## config.mk

```make
export PLATFORM = sky130hd
export DESIGN_NAME = mouse_packet_decoder_top
export DESIGN_NICKNAME = d
export VERILOG_FILES = /design/src/mpd_pkg.sv /design/src/mpd_front.sv /design/src/mpd_queue.sv /design/src/mpd_back.sv /design/src/mouse_packet_decoder_top.sv
export SDC_FILE = /design/constraint.sdc
export NUM_CORES = 1
export LEC_CHECK = 0
export ABC_AREA = 1
export CORE_MARGIN = 2
export CORE_UTILIZATION = 55
export DETAILED_ROUTE_END_ITERATION = 12
export DONT_BUFFER_PORTS = 1
export GPL_TIMING_DRIVEN = 0
export PLACE_DENSITY = 0.77
export SLEW_MARGIN = 0
export SYNTH_ARGS = -nofsm -noshare
export SYNTH_HDL_FRONTEND = slang
export SYNTH_SLANG_ARGS = --single-unit
```

## constraint.sdc

```tcl
create_clock -name clk -period 6.45 [get_ports clk]
set_input_delay 0 -clock clk [delete_from_list [all_inputs] [get_ports clk]]
set_output_delay 0 -clock clk [all_outputs]
set_load 0.01 [all_outputs]
```

## src/mpd_pkg.sv

```systemverilog
// Shared types and constants of the mouse packet decoder.
// Depends on nothing; every other file refers to it by scoped names.
`default_nettype none

package mpd_pkg;

    // Values of the event kind field.
    localparam logic [1:0] KIND_BUTTON = 2'd0;
    localparam logic [1:0] KIND_MOTION = 2'd1;
    localparam logic [1:0] KIND_SYNC   = 2'd2;

    // Values of the event code field.
    localparam logic [1:0] CODE_LEFT   = 2'd0;
    localparam logic [1:0] CODE_RIGHT  = 2'd1;
    localparam logic [1:0] CODE_MIDDLE = 2'd2;
    localparam logic [1:0] CODE_X      = 2'd0;
    localparam logic [1:0] CODE_Y      = 2'd1;
    localparam logic [1:0] CODE_WHEEL  = 2'd2;
    localparam logic [1:0] CODE_SYNC   = 2'd0;

    // Slots of the pending-event mask, in the order the events leave.
    localparam int unsigned NUM_EVENTS = 7;
    localparam logic [2:0] EV_LEFT   = 3'd0;
    localparam logic [2:0] EV_RIGHT  = 3'd1;
    localparam logic [2:0] EV_MIDDLE = 3'd2;
    localparam logic [2:0] EV_X      = 3'd3;
    localparam logic [2:0] EV_Y      = 3'd4;
    localparam logic [2:0] EV_WHEEL  = 3'd5;
    localparam logic [2:0] EV_SYNC   = 3'd6;

    // Status byte bits.
    localparam int unsigned SYNC_BIT  = 3;
    localparam logic [7:0]  OVF_MASK  = 8'hC0;

    // Register map.
    localparam logic REG_WHEEL_ENABLED = 1'b0;

    // A complete packet as handed from the front end to the event sequencer.
    typedef struct packed {
        logic [7:0] status;
        logic [7:0] dx;
        logic [7:0] dy;
        logic [7:0] dw;
        logic       wheel;
    } pkt_t;

endpackage

`default_nettype wire

```

## src/mpd_front.sv

```systemverilog
// Front end: collects received bytes into packets and resynchronizes on the status byte.
// Depends on mpd_pkg.
`default_nettype none

module mpd_front (
    input  wire logic          clk,
    input  wire logic          rst_n,
    input  wire logic          wheel_enabled,
    input  wire logic          in_valid,
    input  wire logic [7:0]    in_byte,
    input  wire logic          q_full,
    output logic               in_ready,
    output logic               push,
    output mpd_pkg::pkt_t      pkt
);

    logic [1:0] byte_index_reg;
    logic [1:0] byte_index_next;
    logic [7:0] bytes_reg [0:2];
    logic       accept;
    logic       drop;
    logic       complete;

    assign in_ready = !q_full;
    assign accept   = in_valid && in_ready;
    assign drop     = (byte_index_reg == 2'd0) && !in_byte[mpd_pkg::SYNC_BIT];
    // The packet ends on the fourth byte, or on the third one outside wheel mode.
    assign complete = (byte_index_reg == 2'd3) ||
                      ((byte_index_reg == 2'd2) && !wheel_enabled);
    assign push     = accept && !drop && complete;

    always_comb
    begin
        pkt.status = bytes_reg[0];
        pkt.dx     = bytes_reg[1];
        pkt.dy     = (byte_index_reg == 2'd2) ? in_byte : bytes_reg[2];
        pkt.dw     = in_byte;
        pkt.wheel  = wheel_enabled;
    end

    always_comb
    begin
        byte_index_next = byte_index_reg;
        if (accept && !drop)
        begin
            if (complete)
                byte_index_next = 2'd0;
            else
                byte_index_next = byte_index_reg + 2'd1;
        end
    end

    always_ff @(posedge clk or negedge rst_n)
    begin
        if (!rst_n)
            byte_index_reg <= 2'd0;
        else
            byte_index_reg <= byte_index_next;
    end

    always_ff @(posedge clk)
    begin
        if (accept && !drop && !complete)
            bytes_reg[byte_index_reg] <= in_byte;
    end

endmodule

`default_nettype wire

```

## src/mpd_queue.sv

```systemverilog
// Two-entry queue of complete packets between the front end and the sequencer.
// Depends on mpd_pkg.
`default_nettype none

module mpd_queue (
    input  wire logic          clk,
    input  wire logic          rst_n,
    input  wire logic          push,
    input  wire mpd_pkg::pkt_t push_pkt,
    input  wire logic          pop,
    output logic               full,
    output logic               empty,
    output mpd_pkg::pkt_t      head
);

    mpd_pkg::pkt_t mem_reg [0:1];
    logic          wr_ptr_reg;
    logic          wr_ptr_next;
    logic          rd_ptr_reg;
    logic          rd_ptr_next;
    logic [1:0]    count_reg;
    logic [1:0]    count_next;

    assign full  = (count_reg == 2'd2);
    assign empty = (count_reg == 2'd0);
    assign head  = mem_reg[rd_ptr_reg];

    always_comb
    begin
        wr_ptr_next = push ? !wr_ptr_reg : wr_ptr_reg;
        rd_ptr_next = pop ? !rd_ptr_reg : rd_ptr_reg;
        count_next  = count_reg;
        if (push && !pop)
            count_next = count_reg + 2'd1;
        else if (pop && !push)
            count_next = count_reg - 2'd1;
    end

    always_ff @(posedge clk or negedge rst_n)
    begin
        if (!rst_n)
        begin
            wr_ptr_reg <= 1'b0;
            rd_ptr_reg <= 1'b0;
            count_reg  <= 2'd0;
        end
        else
        begin
            wr_ptr_reg <= wr_ptr_next;
            rd_ptr_reg <= rd_ptr_next;
            count_reg  <= count_next;
        end
    end

    always_ff @(posedge clk)
    begin
        if (push)
            mem_reg[wr_ptr_reg] <= push_pkt;
    end

    a_no_overflow: assert property (@(posedge clk) disable iff (!rst_n)
        full |-> !push)
        else $error("packet pushed into a full queue");

    a_no_underflow: assert property (@(posedge clk) disable iff (!rst_n)
        empty |-> !pop)
        else $error("packet popped from an empty queue");

endmodule

`default_nettype wire

```

## src/mpd_back.sv

```systemverilog
// Event sequencer: turns one packet into its button, motion and sync events.
// Depends on mpd_pkg; holds the output register of the result stream.
`default_nettype none

module mpd_back (
    input  wire logic          clk,
    input  wire logic          rst_n,
    input  wire logic          q_empty,
    input  wire mpd_pkg::pkt_t q_head,
    output logic               pop,
    input  wire logic          out_ready,
    output logic               out_valid,
    output logic [1:0]         out_kind,
    output logic [1:0]         out_code,
    output logic [8:0]         out_value,
    output logic               out_last
);

    localparam int unsigned NE = mpd_pkg::NUM_EVENTS;

    mpd_pkg::pkt_t pkt_reg;
    logic [NE-1:0] mask_reg;
    logic [NE-1:0] mask_next;
    logic [NE-1:0] load_mask;
    logic [2:0]    sel;
    logic          issue;
    logic          ovf;
    logic          out_valid_reg;
    logic          out_valid_next;
    logic [1:0]    kind_reg;
    logic [1:0]    code_reg;
    logic [8:0]    value_reg;
    logic          last_reg;
    logic [1:0]    kind_next;
    logic [1:0]    code_next;
    logic [8:0]    value_next;
    logic          last_next;

    assign pop   = (mask_reg == '0) && !q_empty;
    assign issue = (mask_reg != '0) && (!out_valid_reg || out_ready);
    assign ovf   = (q_head.status & mpd_pkg::OVF_MASK) != 8'h00;

    // Which events a freshly loaded packet produces.
    always_comb
    begin
        load_mask                    = '0;
        load_mask[mpd_pkg::EV_LEFT]   = 1'b1;
        load_mask[mpd_pkg::EV_RIGHT]  = 1'b1;
        load_mask[mpd_pkg::EV_MIDDLE] = 1'b1;
        load_mask[mpd_pkg::EV_X]      = !ovf && (q_head.dx != 8'h00);
        load_mask[mpd_pkg::EV_Y]      = !ovf && (q_head.dy != 8'h00);
        load_mask[mpd_pkg::EV_WHEEL]  = !ovf && q_head.wheel && (q_head.dw != 8'h00);
        load_mask[mpd_pkg::EV_SYNC]   = 1'b1;
    end

    // Lowest pending event goes out first.
    always_comb
    begin
        sel = mpd_pkg::EV_SYNC;
        for (int i = NE - 1; i >= 0; i--)
        begin
            if (mask_reg[i])
                sel = 3'(i);
        end
    end

    always_comb
    begin
        kind_next  = mpd_pkg::KIND_SYNC;
        code_next  = mpd_pkg::CODE_SYNC;
        value_next = 9'd0;
        last_next  = 1'b0;
        case (sel)
            mpd_pkg::EV_LEFT:
            begin
                kind_next  = mpd_pkg::KIND_BUTTON;
                code_next  = mpd_pkg::CODE_LEFT;
                value_next = {8'd0, pkt_reg.status[0]};
            end
            mpd_pkg::EV_RIGHT:
            begin
                kind_next  = mpd_pkg::KIND_BUTTON;
                code_next  = mpd_pkg::CODE_RIGHT;
                value_next = {8'd0, pkt_reg.status[1]};
            end
            mpd_pkg::EV_MIDDLE:
            begin
                kind_next  = mpd_pkg::KIND_BUTTON;
                code_next  = mpd_pkg::CODE_MIDDLE;
                value_next = {8'd0, pkt_reg.status[2]};
            end
            mpd_pkg::EV_X:
            begin
                kind_next  = mpd_pkg::KIND_MOTION;
                code_next  = mpd_pkg::CODE_X;
                value_next = {pkt_reg.dx[7], pkt_reg.dx};
            end
            mpd_pkg::EV_Y:
            begin
                // Y grows upward on the wire; a byte of -128 becomes +128.
                kind_next  = mpd_pkg::KIND_MOTION;
                code_next  = mpd_pkg::CODE_Y;
                value_next = 9'd0 - {pkt_reg.dy[7], pkt_reg.dy};
            end
            mpd_pkg::EV_WHEEL:
            begin
                kind_next  = mpd_pkg::KIND_MOTION;
                code_next  = mpd_pkg::CODE_WHEEL;
                value_next = {pkt_reg.dw[7], pkt_reg.dw};
            end
            default:
            begin
                kind_next  = mpd_pkg::KIND_SYNC;
                code_next  = mpd_pkg::CODE_SYNC;
                value_next = 9'd0;
                last_next  = 1'b1;
            end
        endcase
    end

    always_comb
    begin
        mask_next = mask_reg;
        if (pop)
            mask_next = load_mask;
        else if (issue)
            mask_next = mask_reg & ~(NE'(1) << sel);

        out_valid_next = out_valid_reg;
        if (issue)
            out_valid_next = 1'b1;
        else if (out_ready)
            out_valid_next = 1'b0;
    end

    always_ff @(posedge clk or negedge rst_n)
    begin
        if (!rst_n)
        begin
            mask_reg      <= '0;
            out_valid_reg <= 1'b0;
        end
        else
        begin
            mask_reg      <= mask_next;
            out_valid_reg <= out_valid_next;
        end
    end

    always_ff @(posedge clk)
    begin
        if (pop)
            pkt_reg <= q_head;
        if (issue)
        begin
            kind_reg  <= kind_next;
            code_reg  <= code_next;
            value_reg <= value_next;
            last_reg  <= last_next;
        end
    end

    assign out_valid = out_valid_reg;
    assign out_kind  = kind_reg;
    assign out_code  = code_reg;
    assign out_value = value_reg;
    assign out_last  = last_reg;

    a_sync_pending: assert property (@(posedge clk) disable iff (!rst_n)
        (mask_reg != '0) |-> mask_reg[mpd_pkg::EV_SYNC])
        else $error("packet in progress has lost its closing sync event");

    a_last_is_sync: assert property (@(posedge clk) disable iff (!rst_n)
        (out_valid_reg && last_reg) |-> (kind_reg == mpd_pkg::KIND_SYNC))
        else $error("last flag raised on an event that is not a sync");

endmodule

`default_nettype wire

```

## src/mouse_packet_decoder_top.sv

```systemverilog
// Mouse packet decoder: received bytes in, button/motion/sync events out.
// A completing byte enters the two-entry queue, the sequencer loads its packet, and
// the first event enters the output register. Throughput: one byte per cycle while
// the queue has room; after each load, one event per cycle unless the output stalls.
// Reset (rst_n, asynchronous, active low) clears the byte index, the queue, the
// sequencer, the output valid flag and wheel_enabled; no memory clearing pass.
// Depends on mpd_pkg, mpd_front, mpd_queue and mpd_back.
`default_nettype none

module mouse_packet_decoder_top (
    input  wire logic        clk,
    input  wire logic        rst_n,

    // Received byte stream.
    input  wire logic        s_tvalid,
    output logic             s_tready,
    input  wire logic [7:0]  s_tdata,     // [7:0] rx_byte

    // Event stream.
    output logic             m_tvalid,
    input  wire logic        m_tready,
    output logic [15:0]      m_tdata,     // [8:0] event_value, [15:9] zero
    output logic [3:0]       m_tuser,     // [1:0] event_kind, [3:2] event_code
    output logic             m_tlast,     // last_event

    // Configuration port.
    input  wire logic        psel,
    input  wire logic        penable,
    input  wire logic        pwrite,
    input  wire logic [2:0]  paddr,
    input  wire logic [31:0] pwdata,
    output logic [31:0]      prdata,
    output logic             pready
);

    // The only register, wheel_enabled, sits at byte address 0. Writes are taken
    // in the access phase; the word index is bit 2 of the address.
    logic wheel_enabled_reg;
    logic cfg_write;

    assign pready    = 1'b1;
    assign cfg_write = psel && penable && pwrite && pready;

    always_ff @(posedge clk or negedge rst_n)
    begin
        if (!rst_n)
            wheel_enabled_reg <= 1'b0;
        else if (cfg_write && (paddr[2] == mpd_pkg::REG_WHEEL_ENABLED))
            wheel_enabled_reg <= pwdata[0];
    end

    always_comb
    begin
        prdata = 32'd0;
        if (paddr[2] == mpd_pkg::REG_WHEEL_ENABLED)
            prdata = {31'd0, wheel_enabled_reg};
    end

    // Front end assembles packets; each complete packet enters the queue, and
    // the sequencer drains it one event per cycle, unless stalled, into the output register.
    logic          push;
    logic          pop;
    logic          q_full;
    logic          q_empty;
    mpd_pkg::pkt_t front_pkt;
    mpd_pkg::pkt_t q_head;
    logic [1:0]    out_kind;
    logic [1:0]    out_code;
    logic [8:0]    out_value;

    mpd_front u_front (
        .clk           (clk),
        .rst_n         (rst_n),
        .wheel_enabled (wheel_enabled_reg),
        .in_valid      (s_tvalid),
        .in_byte       (s_tdata),
        .q_full        (q_full),
        .in_ready      (s_tready),
        .push          (push),
        .pkt           (front_pkt)
    );

    mpd_queue u_queue (
        .clk      (clk),
        .rst_n    (rst_n),
        .push     (push),
        .push_pkt (front_pkt),
        .pop      (pop),
        .full     (q_full),
        .empty    (q_empty),
        .head     (q_head)
    );

    mpd_back u_back (
        .clk       (clk),
        .rst_n     (rst_n),
        .q_empty   (q_empty),
        .q_head    (q_head),
        .pop       (pop),
        .out_ready (m_tready),
        .out_valid (m_tvalid),
        .out_kind  (out_kind),
        .out_code  (out_code),
        .out_value (out_value),
        .out_last  (m_tlast)
    );

    assign m_tdata = {7'd0, out_value};
    assign m_tuser = {out_code, out_kind};

endmodule

`default_nettype wire
```

; Word-level counts from Yosys, hierarchy flattened
; Memories as Yosys holds them, arrays and structs flattened.
; Index checks and enable logic that the tools add are counted.
[classes]
shift = 1
n_div = 0
order_cmp = 0
reduce_logical = 48
n_mux = 23
n_bitwise = 3
eq_ne = 8
n_addsub = 4
multipliers = 0
[ops]
columns = op, count
row1 = $pmux 9 s6, 1
row2 = $reduce_bool 8->1, 4
row3 = $logic_and 1x1->1, 17
row4 = $mux 7, 2
row5 = $logic_not 1->1, 12
row6 = $mux 3, 4
row7 = $mux 2, 5
row8 = $sub 1x8->9 const A, 1
row9 = $mux 1, 8
row10 = $mux 8, 1
row11 = $pmux 2 s2, 2
row12 = $and 7x7->7, 1
row13 = $logic_not 7->1, 1
row14 = $not 7->7, 1
row15 = $reduce_bool 7->1, 1
row16 = $shl 1x3->7 const A, 1
row17 = $eq 2x2->1 const B, 3
row18 = $eq 3x2->1 const B, 2
row19 = $eq 3x3->1 const B, 2
row20 = $reduce_bool 2->1, 3
row21 = $reduce_or 3->1, 2
row22 = $reduce_or 6->1, 1
row23 = $add 2x1->2 const B, 2
row24 = $logic_not 2->1, 2
row25 = other kinds (6), 8
[totals]
mem_bits_ro = 0
latchBits = 0
memories = 2
ramBits = 90
reg_bits = 56
output_inout_bits = 56
[memory_table]
columns = memory, words, word_bits, read_ports, rd_clocked_by_memory_dff, write_ports, line
row1 = u_queue.mem_reg, 2, 33, 1, 0, 1, mpd_queue.sv:16  ; mpd_pkg::pkt_t mem_reg [0:1];
row2 = u_front.bytes_reg, 3, 8, 3, 0, 1, mpd_front.sv:19  ; logic [7:0] bytes_reg [0:2];

; Longest topological paths before layout
; Gate-level depths: netlist (run 1).
[logic_depth]
ltp_word = 11
ltp_mapped = 11

; Cells and area by module
; Synthesis (run 1) repeated with hierarchy kept, for this count alone.
[unflattened]
hier_cells = 468
hier_area_um2 = 6391.1
[modules_own_cells]
columns = module, cells_each, area_each_um2, n_inst
row1 = mpd_queue, 128, 2740.1, 1
row2 = mpd_back, 196, 2168.3, 1
row3 = mpd_front, 92, 1116.1, 1
row4 = mouse_packet_decoder_top, 52, 366.6, 1

; Least setup slack after synthesis (run 1)
; No wires, ideal clock.
[synth_timing]
kind = register to register
from = register u_front.byte_index_reg[0]
to = memory u_queue.mem_reg[1][0] in the netlist's numbering, enable pin
n_path_buf = 1
path_slack_ns = 3.589
path_stages_with_launch = 7
setup_time_ns = 0.418
t_arrival_ns = 2.443
path_cell_list = dfrtp_1 > inv_1 > ha_1 > buf_2 > a21oi_1 > or2_1 > nor2_1
[synth_between]
elab_chain_len = 7
elab_cells_between_ends = 11
classes_between = eq/ne (2) / mux (2) / reduce/logical (7)
[synth_lines]
columns = element, line
row1 = "start, declared", mpd_front.sv:17  ; logic [1:0] byte_index_reg;
row2 = "start signal, assigned", mpd_front.sv:58  ; byte_index_reg <= byte_index_next;
row3 = $logic_not 2->1, mpd_front.sv:26  ; assign drop = (byte_index_reg == 2'd0) && !in_byte[mpd_pkg::SYNC_BIT];
row4 = $logic_and 1x1->1, mpd_front.sv:26
row5 = $logic_not 1->1, mpd_front.sv:30  ; assign push = accept && !drop && complete;
row6 = $logic_and 1x1->1, mpd_front.sv:30
row7 = $logic_and 1x1->1 (*), mpd_front.sv:30
row8 = $mux 1 (*), mpd_queue.sv:57  ; if (push)
row9 = $mux 1 (implied by the code) (*), mpd_queue.sv:58  ; mem_reg[wr_ptr_reg] <= push_pkt;
row10 = "end, declared", mpd_queue.sv:16
; Mark *: on every way between the ends. The rest lies on a longest branch, timed or not.

; Worst setup path after layout (run 1)
[layout_timing]
from = register u_front.byte_index_reg[0]
to = memory u_queue.mem_reg[1][12] in the netlist's numbering, enable pin
; Same word-level chain as after synthesis.

==> metrics.yaml, run 1 <==
dp_cells: 695
diodes: 0
synth_seq_area_share: 0.677
grt_max_degree: 32
path_class: "flop to flop"
area_growth_pct: 17.4
die_y_um: 108
io_pins: 106
die-area_um2: 11700
portBuffers: 0
power_leakage_nw: 3.01
ys_types: 36
clk_latency_ns: 0.52
yosys_warnings: 0
floorplan.initialDensity: 0.557
syn_area_per_cell_um2: 11.5
slew_headroom: 0.356
final_nets: 645
max-cap-violations: 0
drt_wl_total_mm: 10.2
endpoint: "u_queue.mem_reg[1][12]"
worstRegToRegCells: 6
synth_cells: 518
drt-initial-drc-count: 238
hold_viol: 0
grt_pass1_vias: 3378
r2r_end: "u_queue.mem_reg[1][12]"
endpoint_kind: "flop"
ir_worst_vdd_uv: 312
gp_congestion: 0.864
cts_tree: "yes"
holdBufCountCts: 15
crit_fanout: 31
r2r_start: "u_front.byte_index_reg[0]"
grt_setup_unrepaired: "no"
grt_pass1_wl_mm: 16.1
grt_overflow: 0
slew_viol_final: 0
htreeDepth: 4
rrSetupSlack_ns: 4.00
core_um2: 10700
cts_inserted_buffers: 17
antenna_found_initial: 0
wire_per_inst_um: 13.7
arrival_ns: 2.59
final_common_cell: "nand2_1"
post_cts_buffers: 0
tightest_slew_ns: 0.965
outcome: "complete, no violations"
start_kind: "flop"
fin_crit_ns: 2.45
post_synth_instance_area_um2: 5960
die_w_um: 108
cts_resized: 0
dr.pass1.iters: 5
fin_tns_setup_ns: 0
hold_path_class: "primary input to output pin"
drive_gt1_frac: 0.168
required_ns: 6.59
path_clk_slew_ns: 0.06
final_cell_mix: "nand2_1 (131), edfxtp_1 (122), inv_1 (72)"
final-instance-count-excl-fill: 742
finalClockSkew_ns: 0.00897
vias_per_cell: 4.80
grt_usage: 0.188
clockRootBuffer: "clkbuf_8"
largest_reg_flops: 60
clockBufferDepth: 2
fmax_mhz: 408
finalCritPeriodShare: 0.380
synth_seq_cells: 137
powerDensity_nw_per_um2: 426
finalSetupViolations: 0
cts.sinks: 137
rows: 38
drc: 0
ant_nets: 0
vias: 3559
crit_start: "u_front.byte_index_reg[0]"
dp_hpwl_mm: 6.91
## routing by layer
metal  global-route usage  part of all wire  up-vias
met2                0.303              0.48      145
li1                     -                 -     1761
met4               0.0769             0.017        0
met3               0.0663             0.070       18
met5                    0                 0        -
met1                0.233              0.43     1635
## critical path: stages, from the launching register on
cell and delay, ns:
dfrtp_1 0.42, inv_1 0.10, ha_1 0.14, buf_2 0.20
a21oi_1 0.14, or2_1 0.34, nor2_4 0.71
## layout make-up
class | count | area (µm²)
repair buffers | 15 | 150
multi-input cells | 293 | 1420
fillers | 733 | 3700
flip-flops and latches | 137 | 4040
inverters | 79 | 299
well taps | 140 | 175
plain buffers | 46 | 362
clock buffers | 17 | 414
clock inverters | 15 | 141
## through the flow
step	power [mW]	utilization	area (µm²)	worst slack, ns	hold WS, ns
6_report	2.98	0.654	7000	4.00	0.0485
5_1_grt	3.15	0.654	7000	3.87	0.0591
4_1_cts	2.99	0.654	7000	4.01	0.0495
2_1_floorplan	1.89	-	6100	3.59	-0.296
3_5_place_dp	2.08	0.588	6290	4.04	-0.295
3_3_place_gp	2.03	0.587	6280	2.88	-0.295
## where the power goes
part	internal (mW)	switching (mW)
sequential	1.22	0.103
combinational	0.243	0.521
clock	0.518	0.377
total	1.98	1.00
## cell usage after synthesis
cell type  count  share of area
nand2_1      131          0.082
edfxtp_1     122           0.61
inv_1         72          0.045
buf_4         40          0.050
nor2_1        33          0.021
o21ai_1       19          0.016
dfrtp_1       15          0.063
o21ai_0       11         0.0092
nand3_1       10         0.0084
ha_1           6          0.013
nand2_2        6         0.0063
buf_6          5         0.0094
inv_2          5         0.0031
nand4_1        5         0.0052
xor2_1         5         0.0073
a21oi_1        4         0.0034
nor2_4         4         0.0076
o211ai_1       4         0.0050
conb_1         2         0.0013
nand2_4        2         0.0038
xnor2_1        2         0.0029
a21oi_2        1         0.0015
buf_2          1        0.00084
clkinv_1       1        0.00063
inv_4          1         0.0010
mux2i_1        1         0.0017
nand3_2        1         0.0017
nand3_4        1         0.0029
nand3b_1       1         0.0013
nand4_4        1         0.0036
nor3_1         1        0.00084
o21ai_2        1         0.0015
o21bai_1       1         0.0013
o31ai_1        1         0.0013
or2_0          1         0.0010
or2_1          1         0.0010
## logic make-up after synthesis
group	count (synthesis)	share of synthesized area
AOI/OAI and AO/OA	42	0.0390
xor gates and xnor gates	7	0.0103
adders and majority gates	6	0.0126
buffers and inverters	125	0.111
DFF	137	0.677
muxes	1	0.00168
other	2	0.00126
and+or+nand+nor	198	0.147
## worst min-delay path by stage
stage                         from            endpoint  slack, ns  cells past startpoint
final                     paddr[2]           prdata[0]       0.05                      1
after global routing      paddr[2]           prdata[0]       0.06                      1
after CTS                 paddr[2]           prdata[0]       0.05                      1
after detailed placement     rst_n  u_back.mask_reg[6]      -0.30                      0
after global placement       rst_n    u_back.out_valid      -0.30                      0
after floorplan              rst_n  u_back.mask_reg[0]      -0.30                      0
Power figures use the tool's default switching activity.
==> inputs of run 2 (changes only) <==
- clock period: 6.45 -> 2.55 ns (I/O delays scaled with it)
==> run 2 against run 1 <==
Net effect: sequential power grew to 2.5 times the previous value; largest power group unchanged; fmax is 3.9% higher; critical endpoint is now u_queue.mem_reg[1][21]; sequential share of layout area stayed put; hold slack worse by 0.031 ns; clock power grew to 2.6 times the previous value; wire length is 2.6% higher; combinational power grew to 2.5 times the previous value.
==> metrics.yaml, run 2 (synthesis results as in run 1) <==
outcome: "complete, no violations"
slew_viol_final: 0  # unchanged
internal-power_mw: 5.12  # +160%
crit_fanout: 31  # unchanged
final_common_cell: "nand2_1"
wire_per_inst_um: 14.1  # +2.8%
grt_setup_unrepaired: "no"
p_seq_frac: 0.441  # -0.002
vias_per_cell: 4.82  # +0.44%
worst-path-stages: 6  # unchanged
fin_tns_setup_ns: 0  # unchanged
path_clk_slew_ns: 0.06  # about the same
finalSetupViolations: 0  # unchanged
dr.pass1.iters: 5  # unchanged
start_kind: "flop"
vias: 3570  # +0.31%
clockRootBuffer: "clkbuf_8"
finalClockSkew_ns: 0.00844  # -0.000528 ns
clockBufferDepth: 2  # unchanged
comb_power_share: 0.256  # about the same
cts_inserted_buffers: 17  # unchanged
utilization: 0.654  # unchanged
place_area_um2: 6290  # unchanged
fin_crit_ns: 2.36  # -0.0926 ns
critPathSlowestCell: "nor2_4"
antenna_found_initial: 0  # unchanged
die_y_um: 108  # unchanged
power.share.switching: 0.325  # -0.0107
grt_overflow: 0  # unchanged
power_leakage_nw: 3.00  # -0.29%
dp_hpwl_mm: 6.89  # -0.25%
slew_headroom: 0.346  # -0.0105
drive_gt1_frac: 0.166  # -0.00138
tightest_slew_ns: 0.981  # +0.0157 ns
die_w_um: 108  # unchanged
cts.sinks: 137  # unchanged
cts_tree: "yes"
setup_ws_ns: 0.194  # -3.81 ns
p_clk_frac: 0.304  # +0.004
crit_family: "simple AND/OR/NAND/NOR gates"
crit_buf_inv: 2  # unchanged
diodes: 0  # unchanged
grt_max_degree: 32  # unchanged
crit_chain: "inv_1, ha_1, clkbuf_4, a21oi_1, or2_4, nor2_4"
finalCritPeriodShare: 0.924  # +0.544
largest_reg_flops: 60  # unchanged
powerDensity_nw_per_um2: 1080  # +150%
drt_wl_total_mm: 10.4  # +2.6%
max-cap-violations: 0  # unchanged
rows: 38  # unchanged
drt-initial-drc-count: 237  # -0.42%
critPathMaxStageDelay_ns: 0.68  # -0.03 ns
core_um2: 10700  # unchanged
endpoint_kind: "flop"
wl_met2_mm: 5.17  # +5.5%
hold_path_class: "primary input to asynchronous set/reset pin"
ant_nets: 0  # unchanged
portBuffers: 0  # unchanged
die-area_um2: 11700  # unchanged
required_ns: 2.68  # -3.91 ns
final_cell_mix: "nand2_1 (131), edfxtp_1 (122), inv_1 (72)"
drc: 0  # unchanged
arrival_ns: 2.49  # -0.10 ns
final_nets: 644  # -0.16%
dp_slack_ns: 0.150  # -3.89 ns
io_pins: 106  # unchanged
grt_usage: 0.191  # +0.00315
seqCellArea_um2: 4040  # unchanged
fmax_mhz: 425  # +3.9%
htreeDepth: 4  # unchanged
path_class: "flop to flop"
area_growth_pct: 17.4  # unchanged
grt_pass1_vias: 3477  # +2.9%
clk_latency_ns: 0.51  # about the same
dr.max_layer_used: "met4"
gp_congestion: 0.849  # -1.7%
fillers: 754  # +2.9%
hold_viol: 0  # unchanged
ir_worst_vdd_uv: 736  # +140%
switchingPower_mw: 2.46  # +150%
wl_met1_mm: 4.50  # +2.5%
worstRegToRegCells: 6  # unchanged
stdcell_area_um2: 7000  # unchanged
power_mw: 7.58  # +150%
floorplan.initialDensity: 0.557  # unchanged
grt_pass1_wl_mm: 16.6  # +2.9%
multi_input_area_um2: 1420  # +0.18%
route.met3.wl_um: 640  # -10%
[run 2: power groups by stage]
| stage | combinational (mW) | clock, mW | sequential [mW] |
|---|---|---|---|
| 2_1_floorplan | 1.47 | 0 | 3.32 |
| 3_3_place_gp | 1.79 | 0 | 3.36 |
| 3_5_place_dp | 1.86 | 0 | 3.39 |
| 4_1_cts | 1.93 | 2.31 | 3.34 |
| 5_1_grt | 2.19 | 2.42 | 3.39 |
| 6_report | 1.94 | 2.30 | 3.34 |
[run 2: worst paths after layout]
| kind | from | end | slack, ns |
|---|---|---|---|
| max in group asynchronous | rst_n | u_back.mask_reg[0] | 2.03 |
| max | u_front.byte_index_reg[0] | u_queue.mem_reg[1][21] | 0.19 |
| max reg2reg | u_front.byte_index_reg[0] | u_queue.mem_reg[1][21] | 0.19 |
| min reg2reg | u_front.bytes_reg[1][0] | u_queue.mem_reg[1][17] | 0.44 |
| min | rst_n | u_front.byte_index_reg[0] | 0.02 |
| min in group clk | paddr[2] | prdata[0] | 0.05 |
[run 2: worst reg2reg max path, delay by kind of cell, from the launching register on]
| family | cells | cell delay, ns |
|---|---|---|
| flip-flops | 1 | 0.42 |
| AO/OA/AOI/OAI | 1 | 0.12 |
| adder cells (fa/ha/maj) | 1 | 0.14 |
| AND/OR/NAND/NOR | 2 | 0.98 |
| buffers and inverters | 2 | 0.29 |
[run 2: layer usage]
metal / track usage / vias to the layer above
li1: - / 1752
met1: 0.250 / 1658
met2: 0.311 / 146
met3: 0.0585 / 14
met4: 0.0568 / 0
met5: 0 / -
[run 2: timing repair]
item / 4_1_cts / 5_1_grt
buffers inserted: 0 / 0
resized for setup: 0 / 2
hold buffers: 14 / 0
endpoints found under the hold margin: 78 / 0
setup endpoints to repair: 0 / 60
[run 2: metrics by stage]
step / hold WS [ns] / instances
after CTS: 0.0317 / 741
after global routing: 0.0531 / 741
after global placement: -0.295 / 695
after detailed placement: -0.295 / 695
final: 0.0172 / 741
after floorplan: -0.296 / 555
[run 2: final cells by class]
class | instances | share of cell area
inverter | 79 | 0.0427
multi-input combinational | 293 | 0.203
buffer | 46 | 0.0520
sequential | 137 | 0.577
clock inverter | 11 | 0.0173
clock buffer | 21 | 0.0628
timing repair buffer | 14 | 0.0200
tap | 140 | 0.0250
==> inputs of run 3 (changes only) <==
- CAP_MARGIN: not set -> 30
- CTS_BUF_LIST: not set -> sky130_fd_sc_hd__clkbuf_4 sky130_fd_sc_hd__clkbuf_8
- clock period: 2.55 -> 2.7 ns (I/O delays scaled with it)
==> run 3 against run 2 <==
Net effect: cell count did not move; hold slack improved by 0.032 ns; sequential share of layout area rose by 1.5 points; fmax fell by 3.5%; critical path type unchanged; clock skew rose by 0.0021 ns; global-route usage fell by 0.49 points; core utilization fell by 1.6 points.
==> metrics.yaml, run 3 (synthesis results as in run 1) <==
outcome: "complete, no violations"
dp_cells: 695  # unchanged
path_class: "flop to flop"
drt-initial-drc-count: 208  # -12%
floorplan.initialDensity: 0.557  # unchanged
hold_path_class: "primary input to output pin"
area_growth_pct: 14.4
die-area_um2: 11700  # unchanged
drc: 0  # unchanged
hold_viol: 0  # unchanged
r2r_start: "u_front.byte_index_reg[0]"
grt_overflow: 0  # unchanged
antenna_found_initial: 0  # unchanged
hold-path-cell-count: 1
dr.pass1.iters: 5  # unchanged
fmax_mhz: 410  # -3.5%
final-instance-count-excl-fill: 741  # unchanged
seqCellArea_um2: 4040  # unchanged
cts.sinks: 137  # unchanged
largest_reg_flops: 60  # unchanged
die_y_um: 108  # unchanged
clockRootBuffer: "clkbuf_8"
final_nets: 644  # unchanged
whs_ns: 0.0489  # +0.0317 ns
endpoint: "u_queue.mem_reg[1][5]"
fillers: 801  # +6.2%
drt_wl_total_mm: 10.1  # -2.9%
multi_input_area_um2: 1420  # -0.18%
clk_latency_ns: 0.43  # -0.08 ns
tightest_slew_ns: 0.973  # -0.00744 ns
ant_nets: 0  # unchanged
power_leakage_nw: 2.92  # -2.4%
rows: 38  # unchanged
path_clk_slew_ns: 0.08  # +0.02 ns
slew_viol_final: 0  # unchanged
finalSetupViolations: 0  # unchanged
core_um2: 10700  # unchanged
wire_per_inst_um: 13.7  # -2.9%
clockBufferDepth: 2  # unchanged
grt_pass1_vias: 3363  # -3.3%
die_w_um: 108  # unchanged
crit_start: "u_front.byte_index_reg[0]"
worstRegToRegCells: 6  # unchanged
portBuffers: 0  # unchanged
grt_pass1_wl_mm: 16.0  # -3.7%
max-cap-violations: 0  # unchanged
finalClockSkew_ns: 0.0106  # +0.00213 ns
vias_per_cell: 4.76  # -1.1%
drive_gt1_frac: 0.170  # +0.00333
cts_resized: 0  # unchanged
grt_max_degree: 32  # unchanged
dp_hpwl_mm: 6.89  # unchanged
power_mw: 6.60  # -13%
start_kind: "flop"
r2r_end: "u_queue.mem_reg[1][5]"
ir_worst_vdd_uv: 642  # -13%
final_common_cell: "nand2_1"
arrival_ns: 2.50  # about the same
rrSetupSlack_ns: 0.26  # +0.06 ns
required_ns: 2.76  # +0.08 ns
grt_setup_unrepaired: "no"
fin_crit_ns: 2.44  # +0.0855 ns
diodes: 0  # unchanged
finalCritPeriodShare: 0.904  # -0.0196
final_cell_mix: "nand2_1 (131), edfxtp_1 (122), inv_1 (72)"
cts_inserted_buffers: 17  # unchanged
crit_fanout: 31  # unchanged
slew_headroom: 0.351  # +0.00497
endpoint_kind: "flop"
vias: 3529  # -1.1%
gp_congestion: 0.849  # unchanged
io_pins: 106  # unchanged
grt_usage: 0.186  # -0.00494
htreeDepth: 4  # unchanged
powerDensity_nw_per_um2: 967  # -11%
cts_tree: "yes"
fin_tns_setup_ns: 0  # unchanged
[run 3: cell types whose count changed in the layout (fill, tap and decap cells not counted), sizes merged]
cell,previous run,this run
buf,45,46
clkbuf,22,21
[run 3: timing repair]
item / in CTS / in global routing
endpoints found under the hold margin: 73 / 0
hold buffers: 14 / 0
setup buffers: 0 / 0
[run 3: power breakdown]
part           internal, mW  switching, mW
sequential             2.91          0.245
clock                 0.874          0.765
combinational         0.579           1.23
[run 3: worst min path at each step]
stage / slack, ns / to / from
global route: 0.06 / prdata[0] / paddr[2]
floorplan: -0.30 / u_back.mask_reg[0] / rst_n
detailed placement: -0.30 / u_back.out_valid / rst_n
global placement: -0.30 / u_back.out_valid / rst_n
finish: 0.05 / prdata[0] / paddr[2]
CTS: 0.05 / prdata[0] / paddr[2]
[run 3: worst max-delay path: stages, from the launching register on]
cell     delay [ns]
dfrtp_1        0.43
inv_1          0.10
ha_1           0.15
buf_2          0.21
a21oi_1        0.13
or2_1          0.33
nor2_4         0.70
[run 3: cell type report]
cell class / instances / area share
inverters: 79 / 0.0438
clock buffers: 21 / 0.0396
clock inverters: 11 / 0.0178
multi-input cells: 293 / 0.208
plain buffers: 46 / 0.0530
well taps: 140 / 0.0257
flip-flops and latches: 137 / 0.592
repair buffers: 14 / 0.0205
[run 3: per-layer routing]
layer / vias to the layer above / track usage / share of wire
li1: 1749 / - / -
met1: 1619 / 0.243 / 0.43
met2: 138 / 0.293 / 0.48
met3: 23 / 0.0603 / 0.070
met4: 0 / 0.0723 / 0.022
met5: - / 0 / 0
[run 3: through the flow]
stage | util | cell area, µm² | worst slack [ns]
finish | 0.638 | 6820 | 0.259
global route | 0.638 | 6820 | 0.0853
CTS | 0.638 | 6820 | 0.254
detailed placement | 0.588 | 6290 | 0.300
global placement | 0.587 | 6280 | -0.138
floorplan | - | 6110 | 0.330
